===== config.mk =====
export PLATFORM = sky130hd
export DESIGN_NAME = bmd_cfg
export DESIGN_NICKNAME = d
export VERILOG_FILES = /design/src/rtl/core/bmd_pkg.sv /design/src/rtl/core/bmd_cfg.sv
export SDC_FILE = /design/constraint.sdc
export NUM_CORES = 1
export LEC_CHECK = 0
export BUFFER_PORTS_ARGS = -buffer_cell sky130_fd_sc_hd__buf_2
export CAP_MARGIN = 20
export CORE_UTILIZATION = 39
export CTS_CLUSTER_SIZE = 14
export DETAILED_ROUTE_END_ITERATION = 8
export GPL_ROUTABILITY_DRIVEN = 1
export PLACE_DENSITY = 0.71
export RECOVER_POWER = 50
export SKIP_CTS_REPAIR_TIMING = 1
export SYNTH_ARGS = -nofsm -noshare
export SYNTH_HDL_FRONTEND = slang
export SYNTH_SLANG_ARGS = --single-unit

===== constraint.sdc =====
create_clock -name clk -period 2.15 [get_ports clk]
set_clock_uncertainty 0.15 [all_clocks]
set_input_delay 0.3225 -clock clk [delete_from_list [all_inputs] [get_ports clk]]
set_output_delay 0.3225 -clock clk [all_outputs]
set_load 0.02 [all_outputs]

===== src/rtl/core/bmd_pkg.sv =====
`default_nettype none
package bmd_pkg;

  localparam int COLOR_W    = 32;
  localparam int DIM_W      = 7;
  localparam int SCALE_W    = 11;
  localparam int SPAN_W     = 3;
  localparam int COORD_W    = 9;
  localparam int TGT_W      = 6;
  localparam int PIX_IDX_W  = 12;
  localparam int CFG_IDX_W  = 4;
  localparam int CFG_DATA_W = 11;

  localparam logic [COLOR_W-1:0] NO_COLOR  = 32'hFFFF_FFFF;
  localparam logic [SCALE_W-1:0] SCALE_MIN = 11'd257;
  localparam logic [SCALE_W-1:0] SCALE_MAX = 11'd1024;
  localparam logic [SCALE_W:0]   SCALE_RND = 12'd255;

  localparam logic CMD_WRITE   = 1'b0;
  localparam logic CMD_COMPUTE = 1'b1;

  localparam logic [CFG_IDX_W-1:0] REG_SRC_WIDTH  = 4'd0;
  localparam logic [CFG_IDX_W-1:0] REG_SRC_HEIGHT = 4'd1;
  localparam logic [CFG_IDX_W-1:0] REG_SCALE_X    = 4'd2;
  localparam logic [CFG_IDX_W-1:0] REG_SCALE_Y    = 4'd3;

  typedef enum logic [2:0] {
    S_IDLE,
    S_SCAN,
    S_DRAIN,
    S_SELECT,
    S_OUT
  } state_t;

  typedef struct packed {
    logic [DIM_W-1:0]   w;
    logic [DIM_W-1:0]   h;
    logic [SCALE_W-1:0] sx;
    logic [SCALE_W-1:0] sy;
    logic [SPAN_W-1:0]  spanx;
    logic [SPAN_W-1:0]  spany;
  } cfg_t;

  typedef struct packed {
    logic clear;
    logic sample;
    logic select;
  } tally_ctl_t;

  typedef struct packed {
    logic               done;
    logic [COLOR_W-1:0] best;
  } tally_stat_t;

endpackage
`default_nettype wire


===== src/rtl/core/bmd_cfg.sv =====
`default_nettype none
module bmd_cfg #(
  parameter int MAX_DIM = 64
) (
  input  wire logic                              clk,
  input  wire logic                              rst,
  input  wire logic                              cfg_valid,
  output logic                                   cfg_ready,
  input  wire logic [bmd_pkg::CFG_IDX_W-1:0]     cfg_index,
  input  wire logic [bmd_pkg::CFG_DATA_W-1:0]    cfg_data,
  output bmd_pkg::cfg_t                          cfg
);

  localparam int DW        = bmd_pkg::DIM_W;
  localparam int SW        = bmd_pkg::SCALE_W;
  localparam int DIM_CAP_I = (MAX_DIM > 127) ? 127 : MAX_DIM;
  localparam logic [DW-1:0] DIM_CAP = DW'(DIM_CAP_I);

  logic [DW-1:0] src_width;
  logic [DW-1:0] src_height;
  logic [SW-1:0] scale_x;
  logic [SW-1:0] scale_y;
  logic [SW:0]   sum_x;
  logic [SW:0]   sum_y;

  assign cfg_ready = 1'b1;

  always_ff @(posedge clk) begin
    if (rst) begin
      src_width  <= 7'd64;
      src_height <= 7'd64;
      scale_x    <= 11'd512;
      scale_y    <= 11'd512;
    end else if (cfg_valid && cfg_ready) begin
      case (cfg_index)
        bmd_pkg::REG_SRC_WIDTH:  src_width  <= cfg_data[DW-1:0];
        bmd_pkg::REG_SRC_HEIGHT: src_height <= cfg_data[DW-1:0];
        bmd_pkg::REG_SCALE_X:    scale_x    <= cfg_data[SW-1:0];
        bmd_pkg::REG_SCALE_Y:    scale_y    <= cfg_data[SW-1:0];
        default: begin
        end
      endcase
    end
  end

  always_comb begin
    cfg.w  = (src_width  > DIM_CAP) ? DIM_CAP : src_width;
    cfg.h  = (src_height > DIM_CAP) ? DIM_CAP : src_height;
    cfg.sx = (scale_x < bmd_pkg::SCALE_MIN) ? bmd_pkg::SCALE_MIN :
             (scale_x > bmd_pkg::SCALE_MAX) ? bmd_pkg::SCALE_MAX : scale_x;
    cfg.sy = (scale_y < bmd_pkg::SCALE_MIN) ? bmd_pkg::SCALE_MIN :
             (scale_y > bmd_pkg::SCALE_MAX) ? bmd_pkg::SCALE_MAX : scale_y;
    sum_x  = {1'b0, cfg.sx} + bmd_pkg::SCALE_RND;
    sum_y  = {1'b0, cfg.sy} + bmd_pkg::SCALE_RND;
    cfg.spanx = sum_x[SW-1:8];
    cfg.spany = sum_y[SW-1:8];
  end

endmodule
`default_nettype wire


* Word-level counts from Yosys, hierarchy flattened *
Cells that the tools add are included.

cells by class
  reduce and logical (&&, ||, !) cells = 5
  mux-type cells = 6
  magnitude comparators = 6
  eq/ne operators = 3
  $add $sub $neg = 2

operator list
  kind                                                                            number
  11-bit 2-to-1 mux                                                               4
  11-bit by 8-bit adder with 11-bit output (second input constant)                2
  11-bit > comparator (second input constant)                                     2
  11-bit by 9-bit less-than comparator with 1-bit output (second input constant)  2
  7-bit > comparator (second input constant)                                      2
  7-bit 2-to-1 mux                                                                2
  4-bit by 2-bit == test with 1-bit output (second input constant)                2
  2-bit AND reduction                                                             4
  4-bit by 1-bit == test with 1-bit output (second input constant)                1
  4-bit zero test                                                                 1

storage, ports and cells
  register bits = 36
  bits of input ports = 18
  output and inout port bits = 43
  word-level logic and storage cells = 26

* Longest topological paths before layout *
  word-level depth = 4
  gate-level depth with buffers = 4

* Worst setup path before layout *
OpenSTA, ideal clock, no wires.

  path type = reg-to-output
  start point = register scale_x[9]
  end point = output cfg[22] (netlist name)
  required time = 1.678 ns
  buffers on the path = 1
  arrival = 1.683 ns
  cell stages (with the launch flop) = 5
  slack = -0.006 ns
  path through = dfxtp_1 > clkbuf_1 > nor2b_1 > a2111oi_4 > nor3b_1

RTL lines
  item                      line           text
  start: declaration        bmd_cfg.sv:21  logic [SW-1:0] scale_x;
  start signal: assignment  bmd_cfg.sv:38  bmd_pkg::REG_SCALE_X: scale_x <= cfg_data[SW-1:0];
  end: declaration          bmd_cfg.sv:11  output bmd_pkg::cfg_t cfg

==> results.cfg <==
[critical_path]
cp.arrival_ns = 1.78
start_kind = flip-flop
worstPathCellList = or4_4 > a2111oi_4 > nor3b_1 > buf_2
critPathMaxStageDelay_ns = 0.55
crit_slowest_cell = or4_4
cp_max_fo = 4
cp.required_ns = 1.68
startpoint = scale_x[0]
path_buf_inv = 1
r2r_start = scale_x[10]
crit_type = reg -> out
timing.rr.end = scale_x[10]
ff2ff_path_depth = 2
critical_path_depth = 4
reg2reg_slack_ns = 1.19
critPathTopFamily = simple AND/OR/NAND/NOR gates
endpoint = cfg[22]
worst_setup_path_end_kind = primary output

[clock_tree]
cts_buffer_depth = 2
clk_latency_ns = 0.29
tritoncts = yes
cts-root-buf = clkbuf_8
htreeDepth = 2
cts_buffers = 5
path_clk_slew_ns = 0.07
clock-sinks = 36

[drt]
drt_pass1_iterations = 4
drt-total-wl_um = 4137
num_vias = 1567
avgViaCountPerCell = 5.055
drc = 0
ant_nets = 0
drtIter0Drc = 67
wire_per_inst_um = 13.35

[place]
numPortBuffers = 59
hpwl_um = 2999
gp_congestion = 0.7376
dp_slack_ns = 0.2047
place_inst = 302

[final_layout]
fin_nets = 275
fillers = 419
multi_input_area_um2 = 1139
n_antenna_cell = 0
drive_gt1_frac = 0.3023
register_area_um2 = 725.7
area_delta_synth_final_pct = 23.41
instances_no_fill = 310
final_util = 0.5183

[outcome]
status = finished with violations
violations = setup timing

[sta]
fin_crit_ns = 2.250
rsz0062_at_grt = yes
fmax_mhz = 444.5
setup_violations = 3
fin_hold_ws_ns = 0.1542
worstMarginPinSlew_ns = 0.7838
report.final.slew_viol_count = 0
finalCritPeriodShare = 1.046
relSlewSlack = 0.4775
worst_slack_ns = -0.09954
hold_violations = 0

[power_and_ir_drop]
power.density_nw_per_um2 = 563.7
p_leak_nw = 1.144
total_power_w = 0.001316
vdd_drop_max_mv = 0.2974

[synthesis]
synthDominantCellAreaShare = 0.3810
synth_most_common_cell = nand2b_1
synth_compound_area_frac = 0.05820
synthDistinctLibCells = 33
synthTopCellsByCount = nand2b_1, dfxtp_1, mux2i_1
ys_seq_area_frac = 0.3810
synth_top_cells_by_area = dfxtp_1, mux2i_1, nand2b_1, nor2b_1, and2_1
syn_area_um2 = 1892
synthXorXnorAreaFrac = 0
syn_nets = 223
ys_ff_latch = 36
syn_area_per_cell_um2 = 9.228
synth_top_family_by_area = simple AND/OR/NAND/NOR gates
ys_async_sr_fraction = 0
synth-adder-area-share = 0
ys.flop_type = dfxtp_1
ys_warn_count = 0
yosysTopAreaCell = dfxtp_1
netlist_instances = 205
synth_edf_count = 0
synthSimpleGateAreaFrac = 0.3254
muxShareOfSynthArea = 0.1905

[global_routing]
overflow = 0
met1_usage = 0.2104
top_usage_layer = met2
antenna_found_initial = 0
met2_usage = 0.2945
track_usage = 0.1737
grt.met3_usage = 0.05485
grt_pass1_wl_um = 6844
grt_pass1_vias = 1488
grt_start_max_net_pins = 39

[min_path]
hold_depth = 3
min_from = cfg_data[6]
hp-class = in -> reg

[floorplanning]
core_um2 = 4504
initial_core_util = 0.4200
placementRows = 24
die_x_um = 71.65
die_h_um = 71.65
io_pins = 61
die_area_um2 = 5133

[job]
drv_cap = 0
[how the worst min path moves through the flow]
stage / to / slack, ns
3_3_place_gp: src_width[5] / 0.31
3_5_place_dp: src_height[4] / 0.32
2_1_floorplan: src_height[0] / 0.30
5_1_grt: scale_y[9] / 0.16
4_1_cts: src_height[6] / 0.15
6_report: src_width[6] / 0.15
[sequential cells by signal, indices dropped and copies added (netlist names)]
register / count
src_width: 7
scale_x: 11
scale_y: 11
src_height: 7
[metrics by stage]
stage	area [µm²]	setup TNS (ns)
after floorplan	1892	-0.01766
after global placement	2201	0
after detailed placement	2201	0
after CTS	2293	-0.3598
after global routing	2335	-0.5573
final	2335	-0.2744
[layer usage]
metal | wire length, µm | up-vias
met3 | 200 | 6
met4 | 53 | 0
met5 | 0 | -
li1 | - | 785
met1 | 1860 | 736
met2 | 2022 | 40
[worst reg2reg max path, stage by stage (launching register included)]
cell	delay [ns]
dfxtp_1	0.53
nand2b_1	0.09
mux2i_1	0.12
[kinds of logic after synthesis]
logic type	Yosys count
other	1
multiplexers	36
AND/OR/NAND/NOR	99
flip-flops	36
AO/OA/AOI/OAI	14
buffers and inverters	19
[power breakdown]
group | internal (W) | switching, W | total [W] | leakage [nW]
combinational | 0.0000602 | 0.0000693 | 0.000129 | 0.801
sequential | 0.000675 | 0.0000105 | 0.000686 | 0.293
clock | 0.000256 | 0.000245 | 0.000501 | 0.0510
[layout by cell type, fill, tap and decap left out, drive strengths merged]
master	count
o21ai	1
nor3b	3
buf	56
a31oi	1
nor2b	14
clkinv	2
conb	1
a21o	1
nor4b	1
clkbuf	12
inv	2
and2	12
and3b	1
mux2i	36
nand3	2
nor4bb	1
and3	1
o31ai	2
a2111oi	1
or4	2
or2b	1
a21oi	6
a31o	1
nand2b	45
nor3	1
nor2	9
nand2	2
dfxtp	36
nor4	4
o21ba	1
[cell type report]
| cell class | instances | area share |
|---|---|---|
| inverters | 2 | 0.003215 |
| clock inverters | 2 | 0.004287 |
| flip-flops and latches | 36 | 0.3108 |
| clock buffers | 6 | 0.03537 |
| well taps | 52 | 0.02787 |
| repair buffers | 62 | 0.1308 |
| multi-input cells | 150 | 0.4877 |
No activity file was read; power rests on OpenSTA's default activity.
