File: config.mk
export PLATFORM = sky130hd
export DESIGN_NAME = bmd_tally
export DESIGN_NICKNAME = d
export VERILOG_FILES = /design/src/rtl/core/bmd_pkg.sv /design/src/rtl/core/bmd_tally.sv
export SDC_FILE = /design/constraint.sdc
export NUM_CORES = 1
export LEC_CHECK = 0
export ABC_AREA = 1
export ABC_CLOCK_PERIOD_IN_PS = 4600
export BUFFER_PORTS_ARGS = -buffer_cell sky130_fd_sc_hd__buf_2
export CAP_MARGIN = 10
export CORE_MARGIN = 1
export CORE_UTILIZATION = 50
export CTS_BUF_LIST = sky130_fd_sc_hd__clkbuf_2 sky130_fd_sc_hd__clkbuf_4 sky130_fd_sc_hd__clkbuf_8
export DETAILED_ROUTE_END_ITERATION = 6
export HOLD_SLACK_MARGIN = 0.15
export PLACE_DENSITY = 0.68
export SLEW_MARGIN = 20
export SYNTH_ARGS = -nofsm -noshare
export SYNTH_HDL_FRONTEND = slang
export SYNTH_SLANG_ARGS = --single-unit
File: constraint.sdc
create_clock -name clk -period 4.6 [get_ports clk]
set_input_delay 0.23 -clock clk [delete_from_list [all_inputs] [get_ports clk]]
set_output_delay 0.23 -clock clk [all_outputs]
set_load 0.1 [all_outputs]
File: src/rtl/core/bmd_pkg.sv
`default_nettype none
package bmd_pkg;

  localparam int COLOR_W    = 32;
  localparam int DIM_W      = 7;
  localparam int SCALE_W    = 11;
  localparam int SPAN_W     = 3;
  localparam int COORD_W    = 9;
  localparam int TGT_W      = 6;
  localparam int PIX_IDX_W  = 12;
  localparam int CFG_IDX_W  = 4;
  localparam int CFG_DATA_W = 11;

  localparam logic [COLOR_W-1:0] NO_COLOR  = 32'hFFFF_FFFF;
  localparam logic [SCALE_W-1:0] SCALE_MIN = 11'd257;
  localparam logic [SCALE_W-1:0] SCALE_MAX = 11'd1024;
  localparam logic [SCALE_W:0]   SCALE_RND = 12'd255;

  localparam logic CMD_WRITE   = 1'b0;
  localparam logic CMD_COMPUTE = 1'b1;

  localparam logic [CFG_IDX_W-1:0] REG_SRC_WIDTH  = 4'd0;
  localparam logic [CFG_IDX_W-1:0] REG_SRC_HEIGHT = 4'd1;
  localparam logic [CFG_IDX_W-1:0] REG_SCALE_X    = 4'd2;
  localparam logic [CFG_IDX_W-1:0] REG_SCALE_Y    = 4'd3;

  typedef enum logic [2:0] {
    S_IDLE,
    S_SCAN,
    S_DRAIN,
    S_SELECT,
    S_OUT
  } state_t;

  typedef struct packed {
    logic [DIM_W-1:0]   w;
    logic [DIM_W-1:0]   h;
    logic [SCALE_W-1:0] sx;
    logic [SCALE_W-1:0] sy;
    logic [SPAN_W-1:0]  spanx;
    logic [SPAN_W-1:0]  spany;
  } cfg_t;

  typedef struct packed {
    logic clear;
    logic sample;
    logic select;
  } tally_ctl_t;

  typedef struct packed {
    logic               done;
    logic [COLOR_W-1:0] best;
  } tally_stat_t;

endpackage
`default_nettype wire

File: src/rtl/core/bmd_tally.sv
`default_nettype none
module bmd_tally #(
  parameter int MAX_BLOCK = 16
) (
  input  wire logic                           clk,
  input  wire logic                           rst,
  input  wire bmd_pkg::tally_ctl_t            ctl,
  input  wire logic [bmd_pkg::COLOR_W-1:0]    color_in,
  output bmd_pkg::tally_stat_t                stat
);

  localparam int CLW   = bmd_pkg::COLOR_W;
  localparam int CNT_W = $clog2(MAX_BLOCK + 1);

  logic [CLW-1:0]   colors [MAX_BLOCK];
  logic [CNT_W-1:0] counts [MAX_BLOCK];
  logic [MAX_BLOCK-1:0] used;
  logic [MAX_BLOCK-1:0] hit;
  logic             any_hit;
  logic [CNT_W-1:0] distinct;
  logic [CNT_W-1:0] best_cnt;
  logic [CLW-1:0]   best;
  logic             take_best;

  always_comb begin
    for (int k = 0; k < MAX_BLOCK; k++) begin
      hit[k] = used[k] && (colors[k] == color_in);
    end
    any_hit   = |hit;
    take_best = used[0] && (counts[0] > best_cnt);
    stat.done = !used[0];
    stat.best = best;
  end

  // entries stay packed from index 0, selection shifts them toward index 0
  always_ff @(posedge clk) begin
    if (rst) begin
      used     <= '0;
      distinct <= '0;
      best_cnt <= '0;
    end else if (ctl.clear) begin
      used     <= '0;
      distinct <= '0;
      best_cnt <= '0;
    end else if (ctl.sample) begin
      if (!any_hit) begin
        distinct <= distinct + CNT_W'(1);
        for (int k = 0; k < MAX_BLOCK; k++) begin
          if (distinct == CNT_W'(k)) begin
            used[k] <= 1'b1;
          end
        end
      end
    end else if (ctl.select) begin
      if (take_best) begin
        best_cnt <= counts[0];
      end
      for (int k = 0; k < MAX_BLOCK - 1; k++) begin
        used[k] <= used[k+1];
      end
      used[MAX_BLOCK-1] <= 1'b0;
    end
  end

  always_ff @(posedge clk) begin
    if (ctl.clear) begin
      best <= bmd_pkg::NO_COLOR;
    end else if (ctl.sample) begin
      for (int k = 0; k < MAX_BLOCK; k++) begin
        if (hit[k]) begin
          counts[k] <= counts[k] + CNT_W'(1);
        end else if (!any_hit && (distinct == CNT_W'(k))) begin
          colors[k] <= color_in;
          counts[k] <= CNT_W'(1);
        end
      end
    end else if (ctl.select) begin
      if (take_best) begin
        best <= colors[0];
      end
      for (int k = 0; k < MAX_BLOCK - 1; k++) begin
        colors[k] <= colors[k+1];
        counts[k] <= counts[k+1];
      end
    end
  end

endmodule
`default_nettype wire

# Yosys cells after proc, flatten, opt, wreduce, memory -nomap -nowiden
# Memory sizes are Yosys's and may differ from the RTL's.
# Cells that the tools add are included.
# word_totals
ff_bits,58
ramBits,592
n_memories,2
# memory_table
memory,words,word_bits,rd,rd_ports_with_merged_regs,wr,line_no,source
colors,16,32,16,0,15,bmd_tally.sv:15,logic [CLW-1:0] colors [MAX_BLOCK];
counts,16,5,16,0,16,bmd_tally.sv:16,logic [CNT_W-1:0] counts [MAX_BLOCK];
# op_classes
n_addsub,17
n_lt_le_gt_ge,1
n_eq_ne,48
n_mux,216
bitwise,48
reduce_logical,58
# ops
cell,n
equality test 32 bit,16
two-way mux 32 bit,16
two-way mux 1 bit,165
two-way mux 5 bit,31
adder 5 x 1 -> 5 bit (second input constant),17
AND reduction 3 bit,17
two-way mux 16 bit,3
OR 1 bit,46
equality test 5 x 4 -> 1 bit (second input constant),8
logical AND 1 bit,33
!= test 2 x 1 -> 1 bit (second input constant),16
OR reduction 32 bit,1
equality test 5 x 3 -> 1 bit (second input constant),4
OR reduction 16 bit,1
equality test 5 x 2 -> 1 bit (second input constant),2
equality test 5 x 1 -> 1 bit (second input constant),1
greater-than comparator 5 bit,1
logical NOT 5 bit,1
two-way mux 4 bit,1
logical NOT 1 bit,2
!= test 2 bit (second input constant),1
NOT 1 bit,2
AND reduction 2 bit,1
nonzero test 2 bit,1
OR reduction 2 bit,1

# Logic depth before layout (Yosys ltp)
# depth
depth_word,12
depth_mapped,24

# Least setup slack after synthesis
# OpenSTA, ideal clock, no wires.
# synth_timing
path_kind,reg2reg
start,reg used[0]
end,"mem colors[1][0] (netlist bit), enable pin"
setup_ps,428
t_arrival_ps,3939
slack_ps,233
stages_incl_launch_ff,13
n_path_buf,1
period_less_slack_ps,4367
path_cell_list,dfxtp_1 -> inv_1 -> a21oi_1 -> nand4_1 -> nor2_1 -> nand3_1 -> nand2_1 -> nor2_2 -> nand2_1 -> clkinv_1 -> clkbuf_1 -> nand4_1 -> o21bai_1
# synth_lines
element,line_no,source
"start, declared",bmd_tally.sv:17,logic [MAX_BLOCK-1:0] used;
"start signal, assigned by index",bmd_tally.sv:59,used[k] <= used[k+1];
"end, declared",bmd_tally.sv:15,

==> results.yml <==
critical_path:
  reg2reg_depth: 16
  cp.arrival_ps: 4930
  startpoint: "color_in[29]"
  worstSetupEndpointType: "flop"
  r2r-start: "colors[1][248]$_DFFE_PP_"
  criticalPathCategory: "in2reg"
  worstPathRequired_ps: 5180
  critPathLaunchType: "input pin"
  r2r_end: "colors[1][25]$_DFFE_PP_"
  cp_max_fo: 84
  reg2reg_setup_slack_ps: 590
  cp-endpoint: "colors[1][25]$_DFFE_PP_"
cells_and_area:
  syn2layout_area_growth_pct: 11.64
  drive_gt1_frac: 0.09245
  fin_nets: 4677
  final_util: 0.5672
grt:
  grt_util_met3: 0.04963
  first_global_vias: 29740
  use_met1: 0.4006
  grt_use_met2: 0.5057
  grt_max_degree: 85
  grt.busiest_layer: "met2"
  antenna_found_initial: 5
  grtUsageTotal: 0.3100
  grt_pass1_wl_um: 174400
  gr-total-overflow: 0
timing:
  hold_viol_final: 0
  setup_violations: 0
  fin_crit_sh: 0.9459
  finalSetupTns_ps: 0
  rsz0062_at_grt: "no"
  finClkSkew_ps: 40.40
  slew_violations: 0
  finalWorstSetupSlack_ps: 249.1
  max_slew.worst_pin.slew_ps: 925.0
  fin_crit_ps: 4351
  fmax_mhz: 229.8
  relSlewSlack: 0.3768
logic_synthesis:
  synth_cell_types: 49
  synth_largest_area_cell: "edfxtp_1"
  synth_seq_cells: 650
  synth_nets: 4584
  ys_seq_area_frac: 0.5174
  synth_area_leaders: "edfxtp_1 48%, nand2_1 18%, inv_1 4.4%"
  synth_edf_count: 587
  yosysWarnings: 0
  ys.flop_type: "edfxtp_1"
  synth_area_mm2: 0.03651
  async_flop_share: 0
  avgSynthCellArea_um2: 8.075
  synthCells: 4521
  synth.top_cell.area_share: 0.4828
placement:
  port_buffers: 69
  gp_congestion: 0.9983
  dp_worst_setup_slack_ps: 279.3
  dp_hpwl_um: 82750
clocking:
  htreeDepth: 3
  cts_tree: "built"
  clock-sinks: 650
  cts-resized-gates: 0
  cts.root.buffer_cell: "clkbuf_8"
  clk_path_buf_depth: 3
  clk_latency_ps: 740
  clk_pin_slew_worst_paths_ps: 60
  cts_made_buffers: 113
power_and_ir_drop:
  ir_drop_mv: 0.2694
  clockPowerShare: 0.388
  comb_power_share: 0.117
  seqPwrFrac: 0.494
  p_int_mw: 10.09
  power_mw: 13.87
  p_sw_frac: 0.2720
  p_leak_nw: 17.82
  powerDensity_mw_per_mm2: 340.2
  p_sw_mw: 3.771
route:
  drcViolationCount: 0
  via_per_inst: 5.545
  first_pass_iters: 6
  wire_per_inst_um: 20.36
  final_antenna_net_count: 0
  drt_iter0_drc: 3456
  drt-total-wl_um: 115200
  num_vias: 31370
run:
  drv_cap: 0
floorplanning:
  fp.dieH_um: 272.2
  pin_count: 70
  rows: 98
  start_util: 0.5081
  coreArea_mm2: 0.07185
  fp.dieW_um: 272.2
  design.die.area_mm2: 0.07410
worst_hold_path:
  hold_path.class: "in2reg"
  min-delay-start: "color_in[21]"
outcome:
  status: "completed"
power by group through the flow:
stage	sequential [mW]	clock, mW	combinational (mW)
after floorplan	6.97	0	1.01
after global placement	6.97	0	1.55
after detailed placement	6.97	0	1.57
after CTS	6.85	5.45	1.60
after global routing	6.87	5.67	1.78
final	6.86	5.38	1.62
cell type report:
cell class                      count  area (um2)
Timing Repair Buffer              218        1817
Antenna cell                        2       5.005
Fill cell                        6591       31100
Tap cell                          950        1189
Multi-Input combinational cell   3176       14900
Inverter                          455        1712
Sequential cell                   650       18890
Clock buffer                      153        1906
Clock inverter                     53       345.3
cells by family after synthesis:
family,Yosys count,share of synthesized area
simple gates,2423,0.2638
flops,650,0.5174
compound gates,535,0.08558
buf+inv,695,0.07828
xor+xnor,192,0.04606
fa+ha+maj,26,0.008911
cells in the final DEF (no fill, tap or decap), types with 5 or more instances in the layout:
cell / count
or2_2: 26
xnor2_1: 117
xor2_1: 75
buf_2: 69
inv_1: 425
a21oi_1: 30
o221ai_1: 8
clkbuf_8: 121
inv_2: 26
nand3_1: 144
a22oi_1: 65
o211ai_1: 31
nand2_1: 1711
o22ai_1: 46
clkinv_2: 14
ha_1: 26
a211oi_1: 5
nand4_1: 70
o21ai_1: 29
buf_4: 96
o31ai_1: 6
nor2_1: 420
nor2_4: 5
clkinv_1: 33
o21bai_4: 9
buf_12: 22
o21ai_0: 284
dlygate4sd3_1: 31
dfxtp_1: 63
edfxtp_1: 587
a31oi_1: 6
nor3_1: 29
clkbuf_4: 32
stage by stage:
| stage | cell area [um2] | cells | hold WS (ps) |
|---|---|---|---|
| 3_3_place_gp | 38190 | 5418 | 446.1 |
| 5_1_grt | 40760 | 5657 | 172.8 |
| 4_1_cts | 40750 | 5655 | 156.4 |
| 3_5_place_dp | 38190 | 5418 | 454.4 |
| 2_1_floorplan | 36510 | 4521 | 306.8 |
| 6_report | 40760 | 5657 | 207.5 |
per-layer routing:
metal | wire length, um | up-vias
met4 | 6068 | 0
li1 | - | 14880
met3 | 10820 | 329
met2 | 53520 | 1604
met1 | 44760 | 14560
met5 | 0 | -
how the worst min path moves through the flow:
stage	depth (start not counted)	endpoint
global placement	2	best_cnt[1]$_SDFFE_PP0P_
floorplan	1	used[15]$_SDFFE_PP0P_
finish	4	colors[1][181]$_DFFE_PP_
CTS	4	colors[1][209]$_DFFE_PP_
detailed placement	2	best_cnt[2]$_SDFFE_PP0P_
global route	4	colors[1][181]$_DFFE_PP_
Yosys cell counts, types with 5 or more instances:
library cell and count:
buf_2 115, ha_1 26, buf_6 10, o21bai_1 9, inv_1 426, clkbuf_1 93, or2_2 26, nand2_1 1712
o21ai_1 29, a22oi_1 65, dfxtp_1 63, nor3_1 29, inv_2 27, a31oi_1 6, edfxtp_1 587, nand4_1 70
o221ai_1 8, xnor2_1 117, o211ai_1 31, o22ai_1 46, a21oi_1 30, a211oi_1 5, buf_4 8, buf_1 14
o31ai_1 6, nor2_1 421, o21ai_0 284, xor2_1 75, nand3_1 144
worst max-delay path, cell delays in order:
cell and delay (ps):
dlygate4sd3_1 580, buf_2 450, inv_2 340, buf_4 270
a22o_1 180, nor2_1 150, nand3_1 90, nor2_1 320
nand2_1 230, nand3_1 250, nor2_4 110, nand3_1 170
nand3_1 150, nor2_4 240, buf_12 320, nand3_1 510
nand2_1 220
flip-flops by register name (all words and copies together) (netlist names):
signal / flops
distinct: 5
best: 32
best_cnt: 5
used: 16
colors: 512
counts: 80
what timing repair did:
item / in CTS / in global routing
setup buffers: 0 / 0
endpoints found under the hold margin: 73 / 0
hold buffers: 31 / 0
(Power assumes the default switching activity.)
