--- config.mk ---
export PLATFORM = sky130hd
export DESIGN_NAME = bmd_scan
export DESIGN_NICKNAME = d
export VERILOG_FILES = /design/src/rtl/core/bmd_pkg.sv /design/src/rtl/core/bmd_scan.sv
export SDC_FILE = /design/constraint.sdc
export NUM_CORES = 1
export LEC_CHECK = 0
export BUFFER_PORTS_ARGS = -buffer_cell sky130_fd_sc_hd__buf_2
export CELL_PAD_IN_SITES_DETAIL_PLACEMENT = 1
export CELL_PAD_IN_SITES_GLOBAL_PLACEMENT = 1
export CORE_ASPECT_RATIO = 1.75
export CORE_MARGIN = 2
export CORE_UTILIZATION = 40
export DETAILED_ROUTE_END_ITERATION = 8
export PLACE_DENSITY = 0.83
export SLEW_MARGIN = 25
export SYNTH_ARGS = -nofsm -noshare
export SYNTH_HDL_FRONTEND = slang
export SYNTH_SLANG_ARGS = --single-unit
--- constraint.sdc ---
create_clock -name clk -period 7.7 [get_ports clk]
set_clock_uncertainty 0.05 [all_clocks]
set_input_delay 1.54 -clock clk [delete_from_list [all_inputs] [get_ports clk]]
set_output_delay 1.54 -clock clk [all_outputs]
set_load 0.02 [all_outputs]
--- src/rtl/core/bmd_pkg.sv ---
`default_nettype none
package bmd_pkg;

  localparam int COLOR_W    = 32;
  localparam int DIM_W      = 7;
  localparam int SCALE_W    = 11;
  localparam int SPAN_W     = 3;
  localparam int COORD_W    = 9;
  localparam int TGT_W      = 6;
  localparam int PIX_IDX_W  = 12;
  localparam int CFG_IDX_W  = 4;
  localparam int CFG_DATA_W = 11;

  localparam logic [COLOR_W-1:0] NO_COLOR  = 32'hFFFF_FFFF;
  localparam logic [SCALE_W-1:0] SCALE_MIN = 11'd257;
  localparam logic [SCALE_W-1:0] SCALE_MAX = 11'd1024;
  localparam logic [SCALE_W:0]   SCALE_RND = 12'd255;

  localparam logic CMD_WRITE   = 1'b0;
  localparam logic CMD_COMPUTE = 1'b1;

  localparam logic [CFG_IDX_W-1:0] REG_SRC_WIDTH  = 4'd0;
  localparam logic [CFG_IDX_W-1:0] REG_SRC_HEIGHT = 4'd1;
  localparam logic [CFG_IDX_W-1:0] REG_SCALE_X    = 4'd2;
  localparam logic [CFG_IDX_W-1:0] REG_SCALE_Y    = 4'd3;

  typedef enum logic [2:0] {
    S_IDLE,
    S_SCAN,
    S_DRAIN,
    S_SELECT,
    S_OUT
  } state_t;

  typedef struct packed {
    logic [DIM_W-1:0]   w;
    logic [DIM_W-1:0]   h;
    logic [SCALE_W-1:0] sx;
    logic [SCALE_W-1:0] sy;
    logic [SPAN_W-1:0]  spanx;
    logic [SPAN_W-1:0]  spany;
  } cfg_t;

  typedef struct packed {
    logic clear;
    logic sample;
    logic select;
  } tally_ctl_t;

  typedef struct packed {
    logic               done;
    logic [COLOR_W-1:0] best;
  } tally_stat_t;

endpackage
`default_nettype wire

--- src/rtl/core/bmd_scan.sv ---
`default_nettype none
module bmd_scan #(
  parameter int MAX_DIM   = 64,
  parameter int MAX_BLOCK = 16,
  localparam int AW = $clog2(MAX_DIM * MAX_DIM)
) (
  input  wire logic                          clk,
  input  wire logic                          rst,
  input  wire logic                          start,
  input  wire logic [bmd_pkg::TGT_W-1:0]     target_x,
  input  wire logic [bmd_pkg::TGT_W-1:0]     target_y,
  input  wire bmd_pkg::cfg_t                 cfg,
  input  wire bmd_pkg::tally_stat_t          stat,
  input  wire logic                          out_free,
  output logic                               busy,
  output logic                               out_load,
  output logic                               rd_en,
  output logic [AW-1:0]                      rd_addr,
  output bmd_pkg::tally_ctl_t                ctl
);

  localparam int CW    = bmd_pkg::COORD_W;
  localparam int SPW   = bmd_pkg::SPAN_W;
  localparam int SMP_W = $clog2(MAX_BLOCK + 1);
  localparam int PW    = 17;

  bmd_pkg::state_t state, state_next;

  logic [CW-1:0]    x0, x0_next;
  logic [CW-1:0]    y0, y0_next;
  logic [SPW-1:0]   dx, dx_next;
  logic [SPW-1:0]   dy, dy_next;
  logic [SMP_W-1:0] samples, samples_next;
  logic             sample_q;

  logic [PW-1:0] prod_x;
  logic [PW-1:0] prod_y;
  logic [CW-1:0] x;
  logic [CW-1:0] y;
  logic [CW-1:0] w_ext;
  logic [CW-1:0] h_ext;
  logic [PW-1:0] lin;
  logic          scan_end;
  logic          col_last;
  logic          issue;

  always_comb begin
    prod_x   = PW'(target_x) * PW'(cfg.sx);
    prod_y   = PW'(target_y) * PW'(cfg.sy);
    x0_next  = prod_x[PW-1:8];
    y0_next  = prod_y[PW-1:8];
    x        = x0 + CW'(dx);
    y        = y0 + CW'(dy);
    w_ext    = CW'(cfg.w);
    h_ext    = CW'(cfg.h);
    scan_end = (dx == cfg.spanx) || (x >= w_ext) || (y0 >= h_ext) ||
               (samples == SMP_W'(MAX_BLOCK));
    col_last = ((dy + SPW'(1)) == cfg.spany) || ((y + CW'(1)) >= h_ext);
    lin      = PW'(y) * PW'(cfg.w) + PW'(x);
  end

  always_comb begin
    state_next = state;
    case (state)
      bmd_pkg::S_IDLE:   if (start) state_next = bmd_pkg::S_SCAN;
      bmd_pkg::S_SCAN:   if (scan_end) state_next = bmd_pkg::S_DRAIN;
      bmd_pkg::S_DRAIN:  state_next = bmd_pkg::S_SELECT;
      bmd_pkg::S_SELECT: if (stat.done) state_next = bmd_pkg::S_OUT;
      bmd_pkg::S_OUT:    if (out_free) state_next = bmd_pkg::S_IDLE;
      default:           state_next = bmd_pkg::S_IDLE;
    endcase
  end

  always_comb begin
    busy       = (state != bmd_pkg::S_IDLE);
    issue      = (state == bmd_pkg::S_SCAN) && !scan_end;
    rd_en      = issue;
    rd_addr    = AW'(lin);
    out_load   = (state == bmd_pkg::S_OUT) && out_free;
    ctl.clear  = (state == bmd_pkg::S_IDLE) && start;
    ctl.sample = sample_q;
    ctl.select = (state == bmd_pkg::S_SELECT);
  end

  always_comb begin
    dx_next      = dx;
    dy_next      = dy;
    samples_next = samples;
    if (ctl.clear) begin
      dx_next      = '0;
      dy_next      = '0;
      samples_next = '0;
    end else if (issue) begin
      samples_next = samples + SMP_W'(1);
      if (col_last) begin
        dx_next = dx + SPW'(1);
        dy_next = '0;
      end else begin
        dy_next = dy + SPW'(1);
      end
    end
  end

  always_ff @(posedge clk) begin
    if (rst) begin
      state    <= bmd_pkg::S_IDLE;
      sample_q <= 1'b0;
      dx       <= '0;
      dy       <= '0;
      samples  <= '0;
    end else begin
      state    <= state_next;
      sample_q <= issue;
      dx       <= dx_next;
      dy       <= dy_next;
      samples  <= samples_next;
    end
  end

  always_ff @(posedge clk) begin
    if (ctl.clear) begin
      x0 <= x0_next;
      y0 <= y0_next;
    end
  end

endmodule
`default_nettype wire

Word-level counts from Yosys, hierarchy flattened --
Index checks and enable logic that the tools add are counted.
Cells by class: add/subtract/negate cells 7, $mul 3, magnitude comparators 3, equal/unequal tests 11, mux-type cells 6, reductions and logical operators 13
Operators by type and width (count):
- $mul 6x11->17 | 2
- $ge 9x7->1 | 3
- $add 9x3->9 | 2
- $mux 3 | 5
- $pmux 3 s5 | 1
- $add 12x9->12 | 1
- $mul 9x7->12 | 1
- $add 9x1->9 const B | 1
- $ne 2x2->1 const B | 4
- $add 3x1->3 const B | 2
- $eq 3x2->1 const B | 2
- $eq 3x3->1 | 2
- $add 5x1->5 const B | 1
- $eq 5x5->1 const B | 1
- $logic_or 1x1->1 | 4
- $reduce_and 4->1 | 1
- $eq 3x1->1 const B | 1
- $eq 3x3->1 const B | 1
- $logic_and 1x1->1 | 3
- $logic_not 3->1 | 1
- $reduce_bool 3->1 | 1
- $reduce_and 2->1 | 1
- $reduce_or 2->1 | 1
- $logic_not 1->1 | 1
Storage, ports and cells: register bits 33, bits of input ports 91, output and inout port bits 18, word-level logic and storage cells 50

Depth between registers and ports, before layout --
Gate-level depths: netlist of the first run.
word-level depth 8, mapped depth 21, gate-level depth less buffers 21

Worst setup path before layout of the first run --
No wires, ideal clock.
path kind register to output, from reg dy[0], to out rd_addr[11], data arrival time 5.349 ns, required time 6.110 ns, setup slack 0.761 ns, stages on the path, launching flop included 21, cells stage by stage dfxtp_1 > ha_1 > inv_1 > fa_1 > nand2b_1 > a31oi_1 > nand2_1 > nand2_1 > fa_1 > fa_1 > inv_1 > fa_1 > inv_1 > fa_1 > inv_1 > ha_1 > inv_1 > a21oi_1 > o41ai_1 > o21ai_0 > xnor3_1
Between the ends: longest elaborated chain between the ends 3
RTL lines:
- start, declared | line bmd_scan.sv:32 | logic [SPW-1:0] dy, dy_next;
- start signal, assigned | line bmd_scan.sv:115 | dy <= dy_next;
- $add 9x3->9 | line bmd_scan.sv:53 | y = y0 + CW'(dy);
- $mul 9x7->12 | line bmd_scan.sv:59 | lin = PW'(y) * PW'(cfg.w) + PW'(x);
- $add 12x9->12 | line bmd_scan.sv:59
- end, declared | line bmd_scan.sv:18 | output logic [AW-1:0] rd_addr,
No other way between the ends.

Worst setup path in the final report of the first run --
from reg y0[0], to out rd_addr[11]
Between the ends: longest elaborated chain between the ends 3
RTL lines:
- start, declared | line bmd_scan.sv:30 | logic [CW-1:0] y0, y0_next;
- start signal, assigned | line bmd_scan.sv:123 | y0 <= y0_next;
- $add 9x3->9 | line bmd_scan.sv:53
- $mul 9x7->12 | line bmd_scan.sv:59
- $add 12x9->12 | line bmd_scan.sv:59
No other way between the ends.

==> run metrics, run 1 <==
run status=finished clean; Req. time, crit path=around 6.1 ns; Setup WS pre-CTS=~0.19 ns; RePlAce Congestion=0.8409; dpl cell area=~8400 sq um; TritonCTS Sinks=33; Filler cells=~2300; fin crit share=0.9605; initial antenna violation count=0; Seq/Total Area, Yosys=0.1098; final instance area=8549 sq um; Hold-fix buffers, CTS=0; syn nets=approximately 1200; Synth async-reset ratio=0; crit path kind=reg2out; row cnt=67; worst slew pin tran=0.5983 ns; worst hold path class=reg2reg; Slew Limit Fails=0; Cell Area, Synth=7659 sq um; Mean Syn Cell Area=just under 9 sq um; Hold WS=0.4384 ns; final hold violations=0; area of the multi-input gates=around 6200 sq um; chip width=between 100 and 150 microns; # IOs=~110; DRT iter0 DRCs=about 160; Data arrival, critical path=about 5.8 ns; Synth Warn #=0; CTS max path bufs=2; critical-path maximum fanout=4; total gr overflow=0; top achievable clock speed=135.2 MHz; total CTS buffers=5; largest net degree at the start of global routing=21; Overall Global Routing Usage=0.2138; fin nets=1261; share of cells above drive strength 1=0.1198; Via density=between 5 and 6; Post-Route Utilization=0.4513; core area=approximately 19000 sq um; HPWL Detailed=roughly 18000 microns; Cells after Synth=880; setup ws final=about 0.30 ns; TritonRoute pass-1 iters=4; Initial Util=0.4042; FF/Latch Area=~840 sq um; minimum clock period=between 7 and 8 ns; Worst-Skew Late Latency=between 0.2 and 0.3 ns; #FFs+latches synth=33; Post-synth EDFFs=18; die footprint=approximately 20000 sq um; crit path launch type=flop; first-pass GRT wire length=34180 microns; vias=approximately 6300; Final Routed Wirelength=20660 microns; CTS root buffer=clkbuf_16; drt wl/cell=between 15 and 20 microns; Worst Setup End Kind=output pin; Distinct cells, synth=59; vias in the first global route=~7300; maxcap violations=0; ANT cells=0; port buffer count=76; Final setup viols=0; die height=187.0 microns; Slew HR=0.6011; Synth Flop Type=edfxtp_1; area grow syn2layout=11.63%; Antenna Nets Post-Route=0; H-Tree Depth=2; Clock transition at path regs=0.05 ns; CTS tree=built; Residual DRC=0
[cell type report]
type	count	share of cell area
Multi-Input combinational cell	663	0.7200
Sequential cell	33	0.09835
Inverter	166	0.07288
Timing Repair Buffer	90	0.05678
Tap cell	241	0.03527
Clock buffer	5	0.01463
Clock inverter	3	0.002049
[Yosys cell counts, types with 10 or more instances]
| library cell | instances | area, sq um |
|---|---|---|
| a21oi_1 | 25 | 125.1 |
| a31oi_1 | 10 | 62.56 |
| and2_1 | 59 | 369.1 |
| clkbuf_1 | 16 | 60.06 |
| dfxtp_1 | 15 | 300.3 |
| edfxtp_1 | 18 | 540.5 |
| fa_1 | 112 | 2242 |
| ha_1 | 99 | 1239 |
| inv_1 | 165 | 619.3 |
| nand2_1 | 136 | 510.5 |
| nand4_1 | 10 | 62.56 |
| nor2_1 | 39 | 146.4 |
| nor3_1 | 10 | 50.05 |
| o21ai_0 | 10 | 50.05 |
| xnor2_1 | 39 | 341.6 |
| xor2_1 | 14 | 122.6 |
[through the flow]
stage / setup TNS, ns / cells
3_5_place_dp: 0 / 1193
3_3_place_gp: 0 / 1193
6_report: 0 / 1201
4_1_cts: 0 / 1201
5_1_grt: -0.00004929 / 1201
2_1_floorplan: 0 / 880
[what timing repair did]
| item | 4_1_cts | 5_1_grt |
|---|---|---|
| hold endpoints to repair | 0 | 0 |
| resized for setup | 1 | 6 |
| setup endpoints to repair | 1 | 1 |
| setup buffers | 0 | 0 |
| gates cloned | 0 | 0 |
[placed cells by master (no fill, tap or decap), drive strengths merged, types with 3 or more instances in the layout]
| cell type | synthesis | routed |
|---|---|---|
| nor3 | 10 | 10 |
| a21oi | 26 | 26 |
| nand4 | 10 | 10 |
| nand4bb | 3 | 3 |
| edfxtp | 18 | 18 |
| a21o | 6 | 6 |
| xnor2 | 39 | 39 |
| nor2b | 7 | 7 |
| nand2 | 136 | 136 |
| o21a | 3 | 3 |
| dfxtp | 15 | 15 |
| or3 | 6 | 6 |
| nand2b | 7 | 7 |
| clkbuf | 16 | 5 |
| inv | 166 | 166 |
| and2 | 59 | 59 |
| o21ai | 19 | 19 |
| o31ai | 4 | 4 |
| fa | 112 | 112 |
| ha | 99 | 99 |
| a31oi | 10 | 10 |
| nand3b | 3 | 3 |
| or4 | 3 | 3 |
| nor2 | 39 | 39 |
| nor3b | 4 | 4 |
| xor2 | 14 | 14 |
| buf | 2 | 90 |
| a2111oi | 3 | 3 |
| nand3 | 6 | 6 |
[routing by layer]
| metal | vias to the layer above | routed length (microns) | GRT usage |
|---|---|---|---|
| li1 | 2959 | - | - |
| met2 | 125 | 12320 | 0.4382 |
| met5 | - | 0 | 0 |
| met3 | 49 | 393 | 0.01115 |
| met1 | 3180 | 7008 | 0.2030 |
| met4 | 0 | 940 | 0.1055 |
[logic make-up after synthesis]
kind of cell / Yosys count / share of synthesized area
and+or+nand+nor: 303 / 0.1942
buffers and inverters: 184 / 0.09116
muxes: 4 / 0.005555
xor gates and xnor gates: 54 / 0.06355
DFF: 33 / 0.1098
adders and majority gates: 211 / 0.4545
AOI/OAI and AO/OA: 91 / 0.08120
[critical path, stage by stage (launching register included)]
cell and delay (ns):
edfxtp_1 0.35, ha_1 0.21, inv_1 0.08, fa_1 0.42, nand2b_1 0.22, a31oi_4 0.25, and2_2 0.24, nor2_1 0.08
fa_1 0.56, fa_1 0.44, fa_1 0.54, inv_1 0.06, fa_1 0.53, inv_1 0.04, ha_1 0.32, nor3_1 0.07
nor2_1 0.13, o41ai_2 0.09, buf_4 0.15, o21ai_1 0.18, xnor3_1 0.41, buf_2 0.16
[registers in the layout, indices dropped and copies added (netlist names)]
name and count:
x0 9, y0 9, samples 5, dx 3
dy 3, state 3, sample_q 1
[worst paths after layout]
check,start,endpoint,slack [ns],cells after the start
max,y0[0],rd_addr[11],0.30,21
min,samples[1],samples[1],0.44,2
max reg2reg,y0[0],dx[2],3.31,15
min reg2reg,samples[1],samples[1],0.44,2
Power of run 1 is not shown: default switching activity piles up to over one toggle a cycle in this logic, so the estimate is an artifact.
==> run 2, diff against run 1 <==
CTS_BUF_LIST = sky130_fd_sc_hd__clkbuf_2 sky130_fd_sc_hd__clkbuf_4 sky130_fd_sc_hd__clkbuf_8   (was not set)
==> run 2 against run 1 <==
  * Non-clock buffer count unchanged
  * Global-route usage shrank 0.072 points
  * Worst hold slack better by 0.00089 ns
  * Critical path depth stayed put
  * Register-to-register slack gained 0.08 ns
  * First-iteration DRC count increased by 1.3%
  * Count of clock-buffer cells in the layout did not move
  * Maximum frequency is 0.19% lower
  * Utilization decreased by 0.27 points
  * Flip-flop and latch count stayed put
  * Critical path type unchanged
  * Largest cell class unchanged
  * Highest routed layer unchanged
==> run metrics, run 2 (synthesis gave the netlist of run 1 again) <==
Overall Global Routing Usage=0.2131; Setup WS pre-CTS=about 0.19 ns; fin nets=1261; TritonCTS Sinks=33; Final setup viols=0; Initial Util=0.4042; vias in the first global route=7293; Slew HR=0.5993; run status=finished clean; Filler cells=2348; total CTS buffers=5; DRT iter0 DRCs=roughly 160; initial antenna violation count=0; worst r2r path cells=15; Via density=~5.2; Largest regs=x0 (9), y0 (9), samples (5); share of cells above drive strength 1=0.1208; Worst-Skew Late Latency=0.30 ns; most frequent cells in the layout=inv_1, nand2_1, fa_1, ha_1, buf_2; first-pass GRT wire length=approximately 34000 microns; vias=~6300; die footprint=between 20000 and 25000 sq um; core area=~19000 sq um; port buffer count=between 70 and 80; Clock transition at path regs=0.07 ns; die height=roughly 190 microns; final instance area=about 8500 sq um; Worst Setup End Kind=output pin; total gr overflow=0; Antenna Nets Post-Route=0; crit path kind=reg2out; row cnt=67; Post-CTS Setup Repair Bufs=0; most common cell after layout, fill and taps aside=inv_1; HPWL Detailed=18160 microns; H-Tree Depth=2; critical-path maximum fanout=4; drt wl/cell=about 17 microns; CTS root buffer=clkbuf_8; Residual DRC=0; CTS tree=built; final hold violations=0; ANT cells=0; area grow syn2layout=10.96%; Req. time, crit path=6.11 ns; chip width=around 110 microns; worst slew pin tran=0.6011 ns; Hold-fix buffers, CTS=0; setup ws final=approximately 0.29 ns; RSZ-0062 raised after global routing=false; worst hold path class=reg2reg; RePlAce Congestion=0.8409; dpl cell area=between 8000 and 9000 sq um; crit path launch type=flop; CTS max path bufs=2; fin crit share=0.9623; minimum clock period=between 7 and 8 ns; Slew Limit Fails=0; maxcap violations=0; TritonRoute pass-1 iters=6; top achievable clock speed=135.0 MHz; largest net degree at the start of global routing=21; TNS Setup=0 ns; Final Routed Wirelength=between 20000 and 25000 microns; Post-Route Utilization=0.4486; worst hold stages=2; Data arrival, critical path=around 5.8 ns; # IOs=between 100 and 150
-- run 2: final cells by class --
type | instances | area [sq um] | area share
inverter | 166 | 623.1 | 0.07332
clock inverter | 3 | 17.52 | 0.002061
tap | 241 | 301.5 | 0.03548
multi-input combinational | 663 | 6161 | 0.7250
sequential | 33 | 840.8 | 0.09894
timing repair buffer | 90 | 485.5 | 0.05713
clock buffer | 5 | 68.82 | 0.008098
-- run 2: path summary, 6_finish.rpt --
path | end | from | slack (ns)
max reg2reg | dx[2] | y0[0] | 3.39
min reg2reg | samples[1] | samples[1] | 0.44
max | rd_addr[11] | y0[0] | 0.29
min | samples[1] | samples[1] | 0.44
-- run 2: metrics by stage --
step                std cells  hold slack, ns
finish                   1201          0.4393
global route             1201          0.4778
CTS                      1201          0.4413
detailed placement       1193          0.4308
global placement         1193          0.4218
floorplan                 880          0.4119
-- run 2: worst max-delay path, stage by stage (launching register included) --
cell,delay [ns]
edfxtp_1,0.40
ha_1,0.25
inv_1,0.09
fa_1,0.23
nor2b_1,0.08
o21ai_1,0.45
and2_4,0.27
nor2_1,0.06
fa_1,0.57
fa_1,0.44
fa_1,0.54
inv_1,0.06
fa_1,0.53
inv_1,0.04
ha_1,0.32
nor3_1,0.07
nor2_1,0.13
o41ai_2,0.09
buf_4,0.15
o21ai_1,0.18
xnor3_1,0.41
buf_2,0.16
-- run 2: repair_timing --
| item | 4_1_cts | 5_1_grt |
|---|---|---|
| gates resized for setup | 1 | 8 |
| endpoints found under the setup margin | 1 | 1 |
| cloned | 0 | 0 |
-- run 2: routing by layer --
metal / wire [microns] / vias up / GRT usage
met1: 6908 / 3161 / 0.2028
li1: - / 2956 / -
met3: 422 / 56 / 0.01324
met2: 12090 / 120 / 0.4298
met5: 0 / - / 0
met4: 1053 / 0 / 0.1154
Power of run 2 is left out for the same reason.
==> run 3, diff against run 2 <==
SETUP_SLACK_MARGIN = 0.3   (was not set)
==> run 3 against run 2 <==
  * Wire length grew 4.1%
  * Global-route usage is essentially flat
  * Maximum frequency rose by 4.4%
  * Die area unchanged
  * Cell area rose by 1.9%
  * Critical endpoint unchanged
  * First-iteration DRC count decreased by 13%
  * Setup slack improved by 0.31 ns
  * Critical path depth up 1
==> run metrics, run 3 (synthesis gave the netlist of run 1 again) <==
run status=finished clean; most common cell after layout, fill and taps aside=inv_1; chip width=around 110 microns; Final Routed Wirelength=approximately 21000 microns; Antenna Nets Post-Route=0; reg2reg start=y0[0]; top achievable clock speed=140.9 MHz; # IOs=109; vias=between 6000 and 7000; most frequent cells in the layout=inv_1, nand2_1, fa_1, ha_1, buf_2; row cnt=between 60 and 70; worst r2r path cells=16; FF/Latch Area=roughly 840 sq um; DRT iter0 DRCs=around 140; largest net degree at the start of global routing=21; drt wl/cell=about 18 microns; GR Util met1=0.2015; initial antenna violation count=0; Hold WS=0.4393 ns; RSZ-0062 raised after global routing=false; HPWL Detailed=18160 microns; core area=18950 sq um; H-Tree Depth=2; TritonCTS Sinks=33; ANT cells=0; peak-usage layer in the global routing report=met2; dpl cell area=around 8400 sq um; Reg2Reg Setup Slack=approximately 3.2 ns; area grow syn2layout=13.12%; minimum clock period=between 7 and 8 ns; Req. time, crit path=about 6.1 ns; min-delay src=samples[1]; Slew HR=0.6059; worst hold stages=2; Filler cells=~2300; total CTS buffers=5; crit path kind=reg2out; vias in the first global route=about 7300; area of the multi-input gates=6279 sq um; Overall Global Routing Usage=0.2132; Largest regs=x0 (9), y0 (9), samples (5); Final setup viols=0; Residual DRC=0; worst slew pin tran=0.5870 ns; Hold-fix buffers, CTS=0; share of cells above drive strength 1=0.1439; maxcap violations=0; reg-to-reg critical path endpoint=dx[2]; end of the worst hold path=samples[1]; critical-path maximum fanout=4; Initial Util=0.4042; worst hold path class=reg2reg; port buffer count=between 70 and 80; CTS max path bufs=2; fin crit share=0.9219; RePlAce Congestion=between 0.8 and 0.9; die height=approximately 190 microns; met3 Resource Use GR=0.01394; Worst Setup End Kind=output pin; CTS root buffer=clkbuf_8; Slew Limit Fails=0; met2 Use GR=0.4332; TritonRoute pass-1 iters=4; Worst-Skew Late Latency=~0.3 ns; crit path launch type=flop; fin nets=~1300; Data arrival, critical path=5.51 ns; final hold violations=0; Clock transition at path regs=0.07 ns; TNS Setup=0 ns; total gr overflow=0; Via density=about 5.3; final instance area=around 8700 sq um; CTS tree=built; first-pass GRT wire length=approximately 34000 microns; die footprint=20310 sq um
[run 3: cell types whose count changed in the layout (fill, tap and decap cells not counted), moves of 2 or more]
cell / previous run / this run
ha_1: 99 / 96
nor3_2: 0 / 4
ha_4: 0 / 3
o21ai_1: 10 / 8
nor3_1: 10 / 6
buf_4: 14 / 21
[run 3: critical path: stages (launching register included)]
cell and delay, ns:
edfxtp_1 0.41, ha_4 0.16, inv_1 0.06, fa_2 0.42, nor2b_4 0.17, o2111ai_2 0.15
xnor2_2 0.27, nand2_1 0.11, fa_1 0.51, inv_1 0.05, fa_1 0.50, fa_1 0.55
inv_1 0.06, fa_1 0.53, inv_1 0.06, ha_4 0.27, nor2_1 0.04, nor2_1 0.12
o41ai_2 0.09, buf_4 0.16, o21ai_4 0.15, xnor3_1 0.22, buf_4 0.16
[run 3: per-stage QoR]
step           utilization  setup WS, ns  std cells
4_1_cts             0.4488        0.3067       1201
3_3_place_gp        0.4418        0.2610       1193
2_1_floorplan            -        0.7609        880
5_1_grt             0.4573        0.3424       1207
6_report            0.4573        0.6010       1207
3_5_place_dp        0.4418        0.1879       1193
[run 3: worst max-delay path by stage]
stage          startpoint  slack, ns  cells past startpoint     endpoint
2_1_floorplan       dy[0]       0.76                     20  rd_addr[11]
3_3_place_gp      cfg[39]       0.26                     17  rd_addr[11]
3_5_place_dp      cfg[40]       0.19                     17  rd_addr[11]
4_1_cts             y0[0]       0.31                     21  rd_addr[11]
5_1_grt             y0[0]       0.34                     22  rd_addr[11]
6_report            y0[0]       0.60                     22  rd_addr[11]
[run 3: repair_timing]
item	in CTS	in global routing
gates resized for setup	9	22
pin swaps	0	8
setup endpoints to repair	1	1
buffers inserted	0	6
[run 3: layout make-up]
class	instances	share of cell area
multi-input cells	663	0.7247
flip-flops and latches	33	0.09705
inverters	166	0.07192
repair buffers	96	0.06153
well taps	241	0.03481
clock buffers	5	0.007943
clock inverters	3	0.002022
[run 3: metal layers]
| layer | part of all wire | vias up | wire length (microns) |
|---|---|---|---|
| met5 | 0 | - | 0 |
| met4 | 0.051 | 0 | 1096 |
| met3 | 0.021 | 63 | 441 |
| met2 | 0.59 | 133 | 12640 |
| met1 | 0.33 | 3247 | 7132 |
| li1 | - | 2973 | - |
Power of run 3 is left out for the same reason.
